File: src/rtl/clrd_pkg.sv
`timescale 1ns / 1ps
// ----------------------------------------------------------------------------
// clrd_pkg
// Shared types and constants for the code-length run-length decoder.
// ----------------------------------------------------------------------------
package clrd_pkg;

  // Status codes reported on the result that ends the table
  typedef enum logic [2:0] {
    StOk             = 3'd0,
    StTruncRepeat    = 3'd1,
    StRepeatOverrun  = 3'd2,
    StTruncLiteral   = 3'd3,
    StLiteralOverrun = 3'd4,
    StUnfilled       = 3'd5
  } status_e;

  // Tag decoding
  localparam logic [7:0] RepeatOffset = 8'd3;

  // One classified stream byte, handed from the front part to the back part
  typedef struct packed {
    logic [7:0] data;       // stream byte
    logic       active;     // byte lies within the coded stream
    logic       last;       // last byte of the coded stream
    logic       lit_trunc;  // a literal tag here would run past the stream end
  } qitem_t;

endpackage

File: src/rtl/clrd_front.sv
`timescale 1ns / 1ps
// ----------------------------------------------------------------------------
// clrd_front
// Holds the stream length, counts accepted bytes and classifies each byte
// by its place in the coded stream before it enters the queue.
// ----------------------------------------------------------------------------
module clrd_front (
  input  logic            clk_i,
  input  logic            rst_ni,
  input  logic            cfg_we_i,
  input  logic [15:0]     cfg_data_i,
  input  logic            push_i,
  input  logic [7:0]      data_byte_i,
  output clrd_pkg::qitem_t item_o
);
  import clrd_pkg::*;

  logic [15:0] len_q, len_d;
  logic [15:0] seen_q, seen_d;
  logic [15:0] seen_inc;
  logic [15:0] remaining;
  logic        active;

  assign seen_inc  = seen_q + 16'd1;
  assign active    = seen_q < len_q;
  // bytes left after this one
  assign remaining = len_q - seen_inc;

  // Classification of the byte on the input
  always_comb begin
    item_o.data      = data_byte_i;
    item_o.active    = active;
    item_o.last      = active && (seen_inc == len_q);
    // tag + 1 > remaining  <=>  tag >= remaining
    item_o.lit_trunc = {8'd0, data_byte_i} >= remaining;
  end

  // Length register and byte counter; a length write re-arms the count
  always_comb begin
    len_d  = len_q;
    seen_d = seen_q;
    if (cfg_we_i) begin
      len_d  = cfg_data_i;
      seen_d = '0;
    end else if (push_i && active) begin
      seen_d = seen_inc;
    end
  end

  always_ff @(posedge clk_i or negedge rst_ni) begin
    if (!rst_ni) begin
      len_q  <= '0;
      seen_q <= '0;
    end else begin
      len_q  <= len_d;
      seen_q <= seen_d;
    end
  end

endmodule

File: src/rtl/clrd_queue.sv
`timescale 1ns / 1ps
// ----------------------------------------------------------------------------
// clrd_queue
// Two-entry queue of classified bytes between the front and back parts.
// ----------------------------------------------------------------------------
module clrd_queue (
  input  logic             clk_i,
  input  logic             rst_ni,
  input  logic             clear_i,
  input  logic             push_i,
  input  clrd_pkg::qitem_t item_i,
  output logic             full_o,
  input  logic             pop_i,
  output logic             valid_o,
  output clrd_pkg::qitem_t item_o
);
  import clrd_pkg::*;

  qitem_t     mem_q [2];
  logic       wr_ptr_q, rd_ptr_q;
  logic [1:0] count_q;

  assign full_o  = count_q == 2'd2;
  assign valid_o = count_q != 2'd0;
  assign item_o  = mem_q[rd_ptr_q];

  // Storage
  always_ff @(posedge clk_i) begin
    if (push_i) begin
      mem_q[wr_ptr_q] <= item_i;
    end
  end

  // Pointers and fill level
  always_ff @(posedge clk_i or negedge rst_ni) begin
    if (!rst_ni) begin
      wr_ptr_q <= 1'b0;
      rd_ptr_q <= 1'b0;
      count_q  <= 2'd0;
    end else if (clear_i) begin
      wr_ptr_q <= 1'b0;
      rd_ptr_q <= 1'b0;
      count_q  <= 2'd0;
    end else begin
      if (push_i) wr_ptr_q <= ~wr_ptr_q;
      if (pop_i)  rd_ptr_q <= ~rd_ptr_q;
      case ({push_i, pop_i})
        2'b10:   count_q <= count_q + 2'd1;
        2'b01:   count_q <= count_q - 2'd1;
        default: count_q <= count_q;
      endcase
    end
  end

  // Checks
  a_no_overflow : assert property (@(posedge clk_i) disable iff (!rst_ni)
    full_o && !pop_i |-> !push_i) else $error("queue overflow");
  a_no_underflow : assert property (@(posedge clk_i) disable iff (!rst_ni)
    pop_i |-> valid_o) else $error("queue underflow");
  a_count_range : assert property (@(posedge clk_i) disable iff (!rst_ni)
    count_q != 2'd3) else $error("queue count out of range");

endmodule

File: src/rtl/clrd_back.sv
`timescale 1ns / 1ps
// ----------------------------------------------------------------------------
// clrd_back
// Runs the tag/payload sequence on queued bytes, tracks the fill position
// and first error, and holds each result in an output register.
// ----------------------------------------------------------------------------
module clrd_back #(
  parameter int unsigned TABLE_ENTRIES = 256
) (
  input  logic             clk_i,
  input  logic             rst_ni,
  input  logic             clear_i,
  input  logic             q_valid_i,
  input  clrd_pkg::qitem_t item_i,
  output logic             pop_o,
  output logic             out_valid_o,
  input  logic             out_ready_i,
  output logic             write_valid_o,
  output logic [7:0]       write_index_o,
  output logic [7:0]       write_count_o,
  output logic [7:0]       write_value_o,
  output logic             done_res_o,
  output logic [2:0]       status_o
);
  import clrd_pkg::*;

  localparam int unsigned FillW = $clog2(TABLE_ENTRIES + 1);
  localparam int unsigned IdxW  = (FillW > 8) ? FillW : 8;
  localparam logic [IdxW:0] TableEnd = (IdxW + 1)'(TABLE_ENTRIES);

  typedef enum logic [1:0] {
    PhTag     = 2'd0,
    PhRepeat  = 2'd1,
    PhLiteral = 2'd2,
    PhAbsorb  = 2'd3
  } phase_e;

  phase_e         phase_q, phase_d;
  logic [FillW-1:0] fill_q, fill_d;
  logic [7:0]     pend_q, pend_d;
  status_e        err_q, err_d;

  logic           out_valid_q;
  logic           wv_q, wv_d;
  logic [7:0]     wi_q, wi_d, wc_q, wc_d, wval_q, wval_d;
  logic           done_q, done_d;
  status_e        st_q, st_d;

  logic [IdxW-1:0] fill_ext;
  logic [7:0]     run;
  logic [IdxW:0]  run_end;

  assign pop_o    = q_valid_i && (!out_valid_q || out_ready_i);
  assign fill_ext = IdxW'(fill_q);

  // Run length of a tag and the entry just past it
  assign run     = item_i.data[7] ? ({1'b0, item_i.data[6:0]} + RepeatOffset)
                                  : (item_i.data + 8'd1);
  assign run_end = (IdxW + 1)'(fill_q) + (IdxW + 1)'(run);

  // Decode step for the byte at the head of the queue
  always_comb begin
    phase_d = phase_q;
    fill_d  = fill_q;
    pend_d  = pend_q;
    err_d   = err_q;
    wv_d    = 1'b0;
    wi_d    = '0;
    wc_d    = '0;
    wval_d  = '0;
    done_d  = 1'b0;
    st_d    = StOk;
    if (item_i.active) begin
      case (phase_q)
        PhTag: begin
          if (item_i.data[7]) begin
            if (item_i.last) begin
              err_d   = StTruncRepeat;
              phase_d = PhAbsorb;
            end else if (run_end > TableEnd) begin
              err_d   = StRepeatOverrun;
              phase_d = PhAbsorb;
            end else begin
              pend_d  = run;
              phase_d = PhRepeat;
            end
          end else begin
            if (item_i.lit_trunc) begin
              err_d   = StTruncLiteral;
              phase_d = PhAbsorb;
            end else if (run_end > TableEnd) begin
              err_d   = StLiteralOverrun;
              phase_d = PhAbsorb;
            end else begin
              pend_d  = run;
              phase_d = PhLiteral;
            end
          end
        end
        PhRepeat: begin
          wv_d    = 1'b1;
          wi_d    = fill_ext[7:0];
          wc_d    = pend_q;
          wval_d  = item_i.data;
          fill_d  = fill_q + FillW'(pend_q);
          pend_d  = '0;
          phase_d = PhTag;
        end
        PhLiteral: begin
          wv_d    = 1'b1;
          wi_d    = fill_ext[7:0];
          wc_d    = 8'd1;
          wval_d  = item_i.data;
          fill_d  = fill_q + FillW'(1);
          pend_d  = pend_q - 8'd1;
          if (pend_q == 8'd1) phase_d = PhTag;
        end
        default: ;
      endcase
      // End of the coded stream: report the first error or the fill result
      if (item_i.last) begin
        done_d = 1'b1;
        if (err_d != StOk) begin
          st_d = err_d;
        end else if ((IdxW + 1)'(fill_d) != TableEnd) begin
          st_d = StUnfilled;
        end
      end
    end
  end

  // Decoder state and result register
  always_ff @(posedge clk_i or negedge rst_ni) begin
    if (!rst_ni) begin
      phase_q     <= PhTag;
      fill_q      <= '0;
      pend_q      <= '0;
      err_q       <= StOk;
      out_valid_q <= 1'b0;
      wv_q        <= 1'b0;
      wi_q        <= '0;
      wc_q        <= '0;
      wval_q      <= '0;
      done_q      <= 1'b0;
      st_q        <= StOk;
    end else if (clear_i) begin
      phase_q     <= PhTag;
      fill_q      <= '0;
      pend_q      <= '0;
      err_q       <= StOk;
      out_valid_q <= 1'b0;
    end else begin
      if (pop_o) begin
        phase_q     <= phase_d;
        fill_q      <= fill_d;
        pend_q      <= pend_d;
        err_q       <= err_d;
        out_valid_q <= 1'b1;
        wv_q        <= wv_d;
        wi_q        <= wi_d;
        wc_q        <= wc_d;
        wval_q      <= wval_d;
        done_q      <= done_d;
        st_q        <= st_d;
      end else if (out_ready_i) begin
        out_valid_q <= 1'b0;
      end
    end
  end

  assign out_valid_o   = out_valid_q;
  assign write_valid_o = wv_q;
  assign write_index_o = wi_q;
  assign write_count_o = wc_q;
  assign write_value_o = wval_q;
  assign done_res_o    = done_q;
  assign status_o      = st_q;

  // Checks
  a_status_only_on_done : assert property (@(posedge clk_i) disable iff (!rst_ni)
    out_valid_q && !done_q |-> st_q == StOk) else $error("status without done");
  a_no_write_fields_zero : assert property (@(posedge clk_i) disable iff (!rst_ni)
    out_valid_q && !wv_q |-> (wc_q == 8'd0) && (wi_q == 8'd0) && (wval_q == 8'd0))
    else $error("write fields set without write");
  a_fill_in_range : assert property (@(posedge clk_i) disable iff (!rst_ni)
    (IdxW + 1)'(fill_q) <= TableEnd) else $error("fill position past table end");
  a_error_absorbs : assert property (@(posedge clk_i) disable iff (!rst_ni)
    err_q != StOk |-> phase_q == PhAbsorb) else $error("error held outside absorb");

endmodule

File: src/rtl/code_length_rle_decoder_unit.sv
`timescale 1ns / 1ps
// ----------------------------------------------------------------------------
// code_length_rle_decoder_unit
// Decodes a run-length coded code-length table into table write commands,
// one stream byte in and one result out per transfer.
// ----------------------------------------------------------------------------
//  Channel  Handshake              Payload
//  input    in_valid_i/in_ready_o  data_byte_i
//  output   out_valid_o/out_ready_i write_valid_o, write_index_o,
//                                  write_count_o, write_value_o,
//                                  done_res_o, status_o
//  config   cfg_we_i               cfg_data_i (encoded length)
//
// One byte per cycle sustained while out_ready_i stays high; a result reaches
// the output register through the queue write and then the decode register.
// The sequencer updates its fill position and phase together for each byte, which
// sets the rate. The two-entry queue lets input keep flowing for two bytes
// while the output is stalled. Reset, or a length write, re-arms the
// decoder. No clearing pass is needed after reset.
// ----------------------------------------------------------------------------
module code_length_rle_decoder_unit #(
  parameter int unsigned TABLE_ENTRIES = 256
) (
  input  logic        clk_i,
  input  logic        rst_ni,
  input  logic        cfg_we_i,
  input  logic [15:0] cfg_data_i,
  input  logic        in_valid_i,
  output logic        in_ready_o,
  input  logic [7:0]  data_byte_i,
  output logic        out_valid_o,
  input  logic        out_ready_i,
  output logic        write_valid_o,
  output logic [7:0]  write_index_o,
  output logic [7:0]  write_count_o,
  output logic [7:0]  write_value_o,
  output logic        done_res_o,
  output logic [2:0]  status_o
);
  import clrd_pkg::*;

  qitem_t front_item, q_item;
  logic   q_full, q_valid, q_pop, push;

  assign in_ready_o = !q_full;
  assign push       = in_valid_i && !q_full;

  clrd_front u_front (
    .clk_i       (clk_i),
    .rst_ni      (rst_ni),
    .cfg_we_i    (cfg_we_i),
    .cfg_data_i  (cfg_data_i),
    .push_i      (push),
    .data_byte_i (data_byte_i),
    .item_o      (front_item)
  );

  clrd_queue u_queue (
    .clk_i   (clk_i),
    .rst_ni  (rst_ni),
    .clear_i (cfg_we_i),
    .push_i  (push),
    .item_i  (front_item),
    .full_o  (q_full),
    .pop_i   (q_pop),
    .valid_o (q_valid),
    .item_o  (q_item)
  );

  clrd_back #(
    .TABLE_ENTRIES (TABLE_ENTRIES)
  ) u_back (
    .clk_i         (clk_i),
    .rst_ni        (rst_ni),
    .clear_i       (cfg_we_i),
    .q_valid_i     (q_valid),
    .item_i        (q_item),
    .pop_o         (q_pop),
    .out_valid_o   (out_valid_o),
    .out_ready_i   (out_ready_i),
    .write_valid_o (write_valid_o),
    .write_index_o (write_index_o),
    .write_count_o (write_count_o),
    .write_value_o (write_value_o),
    .done_res_o    (done_res_o),
    .status_o      (status_o)
  );

endmodule

File: config.mk
export PLATFORM = sky130hd
export DESIGN_NAME = code_length_rle_decoder_unit
export DESIGN_NICKNAME = d
export VERILOG_FILES = /design/src/rtl/clrd_pkg.sv /design/src/rtl/clrd_front.sv /design/src/rtl/clrd_queue.sv /design/src/rtl/clrd_back.sv /design/src/rtl/code_length_rle_decoder_unit.sv
export SDC_FILE = /design/constraint.sdc
export NUM_CORES = 1
export LEC_CHECK = 0
export BUFFER_PORTS_ARGS = -buffer_cell sky130_fd_sc_hd__buf_2
export CELL_PAD_IN_SITES_DETAIL_PLACEMENT = 0
export CELL_PAD_IN_SITES_GLOBAL_PLACEMENT = 1
export CORE_ASPECT_RATIO = 1.2
export CORE_UTILIZATION = 40
export CTS_CLUSTER_SIZE = 10
export DETAILED_ROUTE_END_ITERATION = 8
export PLACE_DENSITY_LB_ADDON = 0.1
export SYNTH_ARGS = -nofsm -noshare
export SYNTH_HDL_FRONTEND = slang
export SYNTH_SLANG_ARGS = --single-unit
File: constraint.sdc
create_clock -name clk_i -period 6.94 [get_ports clk_i]
set_clock_uncertainty 0.15 [all_clocks]
set_input_delay 0.347 -clock clk_i [delete_from_list [all_inputs] [get_ports clk_i]]
set_output_delay 0.347 -clock clk_i [all_outputs]
set_load 0.02 [all_outputs]
==> results_dict.tcl, run 1 <==
set metrics [dict create \
    most-common-layout-cells "dfrtp_1 (88), nand2_1 (78), o21ai_0 (74)" \
    fin_crit_sh_pct 72.95 \
    grt_max_degree 75 \
    seq_power_share_pct 35.5 \
    hold_path_end "u_front.len_q[11]" \
    start_util_pct 41.12 \
    wl_mm 20.57 \
    path_clk_slew_ps 90 \
    drt-initial-drc-count 323 \
    worstSetupStartpoint "u_front.seen_q[0]" \
    drc 0 \
    io_pins 60 \
    synthCells 809 \
    crit_type "reg -> reg" \
    clockBufferDepth 2 \
    cp.required_ps 6950 \
    p_clk_share_pct 22.3 \
    hold_depth 3 \
    dieArea_um2 19310 \
    yosys_warnings 0 \
    hold_violations 0 \
    whs_ps 40.64 \
    cts_resized 0 \
    cp.arrival_ps 5080 \
    comb_power_share_pct 42.2 \
    netSwitchingFraction_pct 42.12 \
    place_ws_ps 1962 \
    vias_per_cell 5.575 \
    gp_congestion 0.8775 \
    antenna_cells 0 \
    ir_drop_mv 0.1334 \
    rsz0062_at_grt "no" \
    syn_avg_cell_area_um2 9.272 \
    ff_latch_area_um2 2863 \
    rows 54 \
    yosysSeqAreaShare_pct 38.17 \
    worstReg2RegStart "u_front.seen_q[0]" \
    drive_above_1_share_pct 13.44 \
    ys.flop_type "dfrtp_1" \
    synth_fp_nets 904 \
    setup_slack_ps 1877 \
    drt-wirelength-per-cell_um 18.92 \
    power_switching_uw 1018 \
    synth-seq-cells 110 \
    dr_total_vias 6060 \
    postRouteAntennaNets 0 \
    fp.dieH_um 152.0 \
    n_fill_cell 1809 \
    netlist_area_um2 7501 \
    r2r_setup_slack_ps 1880 \
    post-dp-hpwl_mm 16.06 \
    setup_viol 0 \
    max_freq_mhz 197.5 \
    antenna_found_initial 0 \
    overflow 0 \
    die_x_um 127.0 \
    tightestPinTransition_ps 912.2 \
    r2r_end "u_queue.mem_q[1][0]" \
    track_usage_pct 22.33 \
    hold_start "cfg_data_i[11]" \
    core_area_um2 18240 \
    clock_latency_ps 370 \
    multi_input_area_um2 4340 \
    total_leakage_power_uw 0.003835 \
    nets 953 \
    cts_tree "done" \
    fin_crit_ps 5063 \
    cts_buffers 9 \
    setup_tns_ps 0 \
    htreeDepth 3 \
    power_density_nw_per_um2 290.5 \
    yosysUniqueCellTypes 72 \
    path_max_fanout 7 \
    cap_violations 0 \
    status "completed" \
    first_pass_iters 4 \
    worstRegToRegCells 17 \
    end_kind "register" \
    first_global_vias 6185 \
    final-max-slew-violation-count 0 \
    worstSetupStartpointType "register" \
    final_common_cell "dfrtp_1" \
    ys_async_sr_fraction_pct 80.00 \
    root_buffer "clkbuf_16" \
    port_buffers 59 \
    maxSlewHeadroom_pct 38.96 \
    hp-class "in -> reg" \
    grt_first_pass_wirelength_mm 33.38 \
    synth_edf_count 22 \
    numClockSinks 110 \
    internal_power_uw 1398 \
    area_growth_pct 10.89 \
]
==> flip-flops by register name, indices dropped and copies added, names as in the netlist, 8 cells and up <==
| register | flops |
|---|---|
| u_front.len_q | 16 |
| u_back.pend_q | 8 |
| u_queue.mem_q | 22 |
| u_front.seen_q | 16 |
| u_back.fill_ext | 9 |
| u_back.write_value_o | 8 |
| u_back.write_count_o | 8 |
| u_back.write_index_o | 8 |
==> power groups by stage <==
stage / Sequential, uW / Combinational, uW / Clock (uW)
floorplan: 875 / 711 / 0
global placement: 866 / 1020 / 0
detailed placement: 871 / 1020 / 0
CTS: 858 / 1030 / 552
global route: 873 / 1140 / 573
finish: 858 / 1020 / 538
==> cells in the mapped netlist (all sizes together) (6+ instances only) <==
cell | instances | area, um^2
mux2 | 17 | 191.4
and3 | 12 | 75.07
edfxtp | 22 | 660.6
dfrtp | 88 | 2202
nor2 | 66 | 250.2
nor4 | 8 | 56.30
o21a | 8 | 60.06
nand2b | 14 | 87.58
nor3 | 13 | 76.33
xor2 | 14 | 122.6
and2 | 8 | 50.05
xnor2 | 30 | 270.3
ha | 63 | 788.3
mux2i | 13 | 130.1
o2bb2ai | 6 | 52.55
a21oi | 34 | 170.2
o21ai | 74 | 370.4
a22o | 10 | 87.58
a21o | 8 | 60.06
nor2b | 31 | 201.4
nand3 | 23 | 120.1
buf | 6 | 27.52
clkbuf | 20 | 75.07
a32o | 10 | 100.1
inv | 52 | 195.2
nand2 | 78 | 292.8
a211oi | 9 | 77.57
o22ai | 13 | 81.33
==> critical path: stages (launching register included) <==
cell	delay, ps
dfrtp_1	440
ha_1	230
nand3_1	160
nor2_1	280
and3_1	280
and3_1	250
and3_1	220
and3_1	220
xnor2_1	130
ha_1	420
mux2i_1	120
a222oi_1	370
o221ai_1	190
nor4_1	320
o41ai_1	120
or3b_1	390
a211o_1	280
nor4_2	300
==> stage by stage <==
stage	total power [uW]	util, %	instances	area [um^2]
2_1_floorplan	1586	-	809	7501
3_3_place_gp	1889	43.89	1070	8006
3_5_place_dp	1896	43.89	1070	8006
4_1_cts	2438	45.60	1087	8318
5_1_grt	2586	45.60	1087	8318
6_report	2416	45.60	1087	8318
==> final cells by class <==
type                    instances  area share (%)
inverters                      52           2.347
clock buffers                   9           2.708
multi-input cells             621           52.18
well taps                     224           3.369
repair buffers                 64           4.061
clock inverters                 7          0.9176
flip-flops and latches        110           34.42
==> kinds of logic (layout without fill, tap and decap cells) <==
| kind of cell | Yosys count | in the layout | synth area share, % |
|---|---|---|---|
| and+or+nand+nor | 271 | 271 | 18.07 |
| AOI/OAI and AO/OA | 210 | 210 | 18.97 |
| muxes | 30 | 30 | 4.287 |
| DFF | 110 | 110 | 38.17 |
| adders and majority gates | 66 | 66 | 11.31 |
| buffers and inverters | 78 | 132 | 3.970 |
| xor gates and xnor gates | 44 | 44 | 5.238 |
==> how the worst max path moves through the flow <==
stage	endpoint	cells past startpoint
2_1_floorplan	u_back.pend_q[2]	18
3_3_place_gp	u_queue.mem_q[0][0]	17
3_5_place_dp	u_back.pend_q[2]	16
4_1_cts	u_queue.mem_q[0][0]	17
5_1_grt	u_queue.mem_q[1][0]	17
6_report	u_queue.mem_q[1][0]	17
==> timing repair <==
action / 4_1_cts / 5_1_grt
hold buffers: 1 / 0
endpoints found under the hold margin: 24 / 0
buffers inserted: 0 / 0
==> routing by layer <==
layer  global-route usage, %  part of all wire, %  vias up
met5                       0                    0        -
met4                   10.60                  4.3        0
met3                   2.887                  2.6       38
met2                   40.66                   53      113
met1                   25.62                   40     2895
li1                        -                    -     3014
Note: power is estimated with default switching activity, not from simulation.
==> inputs of run 2 (changes only) <==
clock period = 4.21 ns   (was 6.94 ns; I/O delays follow)
==> run 2 against run 1 <==
  * Non-clock buffer count grew 97
  * Clock-buffer cell count is the same
  * Sequential power increased by 62%
  * First-iteration DRC count down 15%
  * Global-route usage hardly changed
  * Via count up 7.9%
  * Register-to-register slack worse by 1800 ps
  * Die area stayed put
  * Sequential cell count unchanged
  * Critical path depth did not move
==> results_dict.tcl, run 2 (same netlist as run 1, synthesis figures left out) <==
set metrics [dict create \
    place_ws_ps -252.4 \
    netSwitchingFraction_pct 40.62 \
    antenna_cells 0 \
    largest_reg_flops 22 \
    cap_violations 0 \
    path_clk_slew_ps 80 \
    comb_power_share_pct 49.7 \
    status "completed" \
    seq_power_share_pct 31.1 \
    dp.cells 1133 \
    place_area_um2 8493 \
    setup_viol 0 \
    hp-class "in -> reg" \
    max_freq_mhz 239.2 \
    fin_crit_ps 4181 \
    path_cells "ha_4, nand3_4, nor2_4, and3_4, and3_1, and3_4, and3_4, xnor2_1, ha_1, mux2i_1, a222oi_1, o221ai_2, nor4_2, o41ai_1, or3b_1, a211o_1, nor4_4" \
    root_buffer "clkbuf_16" \
    internal_power_uw 2662 \
    port_buffers 59 \
    wl_mm 21.34 \
    total_leakage_power_uw 0.004323 \
    dr_total_vias 6539 \
    first_pass_iters 5 \
    final_area_um2 9474 \
    crit_top_cell "and3_4" \
    layout.cells.non_filler 1184 \
    p_clk_share_pct 19.2 \
    fin_crit_sh_pct 99.31 \
    slowest_delay_ps 410 \
    final_common_cell "dfrtp_1" \
    drive_above_1_share_pct 25.52 \
    cts_tree "done" \
    worstSetupStartpointType "register" \
    worst_path_max_delay_cell "dfrtp_1" \
    crit_type "reg -> reg" \
    maxSlewHeadroom_pct 35.58 \
    hold_violations 0 \
    end_kind "register" \
    grt_max_degree 74 \
    clock_latency_ps 370 \
    overflow 0 \
    clockBufferDepth 2 \
    tightestPinTransition_ps 962.7 \
    vias_per_cell 5.523 \
    first_global_vias 6653 \
    area_growth_pct 26.31 \
    power_density_nw_per_um2 473.2 \
    gp_congestion 0.8618 \
    rows 54 \
    most-common-layout-cells "dfrtp_1 (86), buf_4 (76), nand2_1 (74)" \
    track_usage_pct 22.28 \
    drt-initial-drc-count 276 \
    path_max_fanout 3 \
    io_pins 60 \
    die_x_um 127.0 \
    core_area_um2 18240 \
    drt-wirelength-per-cell_um 18.02 \
    cts_buffers 9 \
    nets 1050 \
    setup_slack_ps 29.21 \
    grt_first_pass_wirelength_mm 33.68 \
    top_register "u_queue.mem_q" \
    finalPower_uw 4483 \
    rsz0062_at_grt "yes" \
    drc 0 \
    post-dp-hpwl_mm 16.21 \
    reg_top3 "u_queue.mem_q: 22 flops, u_front.len_q: 16 flops, u_front.seen_q: 16 flops" \
    power_switching_uw 1821 \
    final-max-slew-violation-count 0 \
    numClockSinks 110 \
    start_util_pct 41.12 \
    dieArea_um2 19310 \
    postRouteAntennaNets 0 \
    htreeDepth 3 \
    cp.required_ps 4250 \
    ir_drop_mv 0.2327 \
    fp.dieH_um 152.0 \
    final_util_pct 51.93 \
    cp.arrival_ps 4220 \
    antenna_found_initial 0 \
]
[run 2: cell types whose count changed in the layout (fill, tap and decap cells not counted), moves of 7 or more]
cell / previous run / this run
buf_4: 5 / 76
dlygate4sd3_1: 1 / 25
o21ai_0: 74 / 67
ha_4: 0 / 7
ha_1: 63 / 54
[run 2: path summary, 6_finish.rpt]
| path | depth (start not counted) | end | startpoint | slack (ps) |
|---|---|---|---|---|
| min in group asynchronous | 2 | u_back.write_value_o[2] | rst_ni | 300 |
| hold / removal | 4 | u_queue.count_q[1] | in_valid_i | 100 |
| max in group asynchronous | 3 | u_front.seen_q[2] | rst_ni | 2680 |
| setup / recovery | 17 | u_queue.mem_q[1][0] | u_front.seen_q[0] | 30 |
| hold reg to reg | 2 | u_back.write_valid_o | u_back.write_valid_o | 320 |
| setup reg to reg | 17 | u_queue.mem_q[1][0] | u_front.seen_q[0] | 30 |
[run 2: repair_timing]
action / CTS / global route
hold buffers: 25 / 0
pin swaps: 17 / 40
gates resized for setup: 11 / 65
endpoints found under the hold margin: 92 / 0
endpoints found under the setup margin: 12 / 17
buffers inserted: 3 / 10
[run 2: routing by layer]
layer / global-route usage, % / wire [um]
met1: 25.53 / 8665
met2: 40.89 / 11450
met3: 1.866 / 436
met4: 11.56 / 789
met5: 0 / 0
[run 2: stage by stage]
| step | hold WS (ps) | TNS [ps] |
|---|---|---|
| 2_1_floorplan | -235.1 | 0 |
| 3_3_place_gp | 194.3 | -145.1 |
| 3_5_place_dp | 197.4 | -1021 |
| 4_1_cts | 82.62 | -22.20 |
| 5_1_grt | 150.3 | -1142 |
| 6_report | 97.80 | 0 |
[run 2: cell type report]
type                            instances  area, um^2
Fill cell                            1718        8768
Multi-Input combinational cell        621        4710
Sequential cell                       110        2865
Timing Repair Buffer                  161        1134
Tap cell                              224       280.3
Clock buffer                            9       225.2
Inverter                               52       195.2
Clock inverter                          7       65.06
[run 2: power groups by stage]
stage | Sequential, uW | Combinational [uW] | Clock, uW
after floorplan | 1440 | 1180 | 0
after global placement | 1400 | 1920 | 0
after detailed placement | 1410 | 1940 | 0
after CTS | 1390 | 2010 | 890
after global routing | 1410 | 2430 | 927
final | 1390 | 2230 | 862
[run 2: worst max-delay path, delay by kind of cell (launching register included)]
kind	cells	cell delay (ps)
AOI/OAI and AO/OA	4	930
xor gates and xnor gates	1	60
adders and majority gates	2	480
DFF	1	410
muxes	1	80
and+or+nand+nor	9	1860
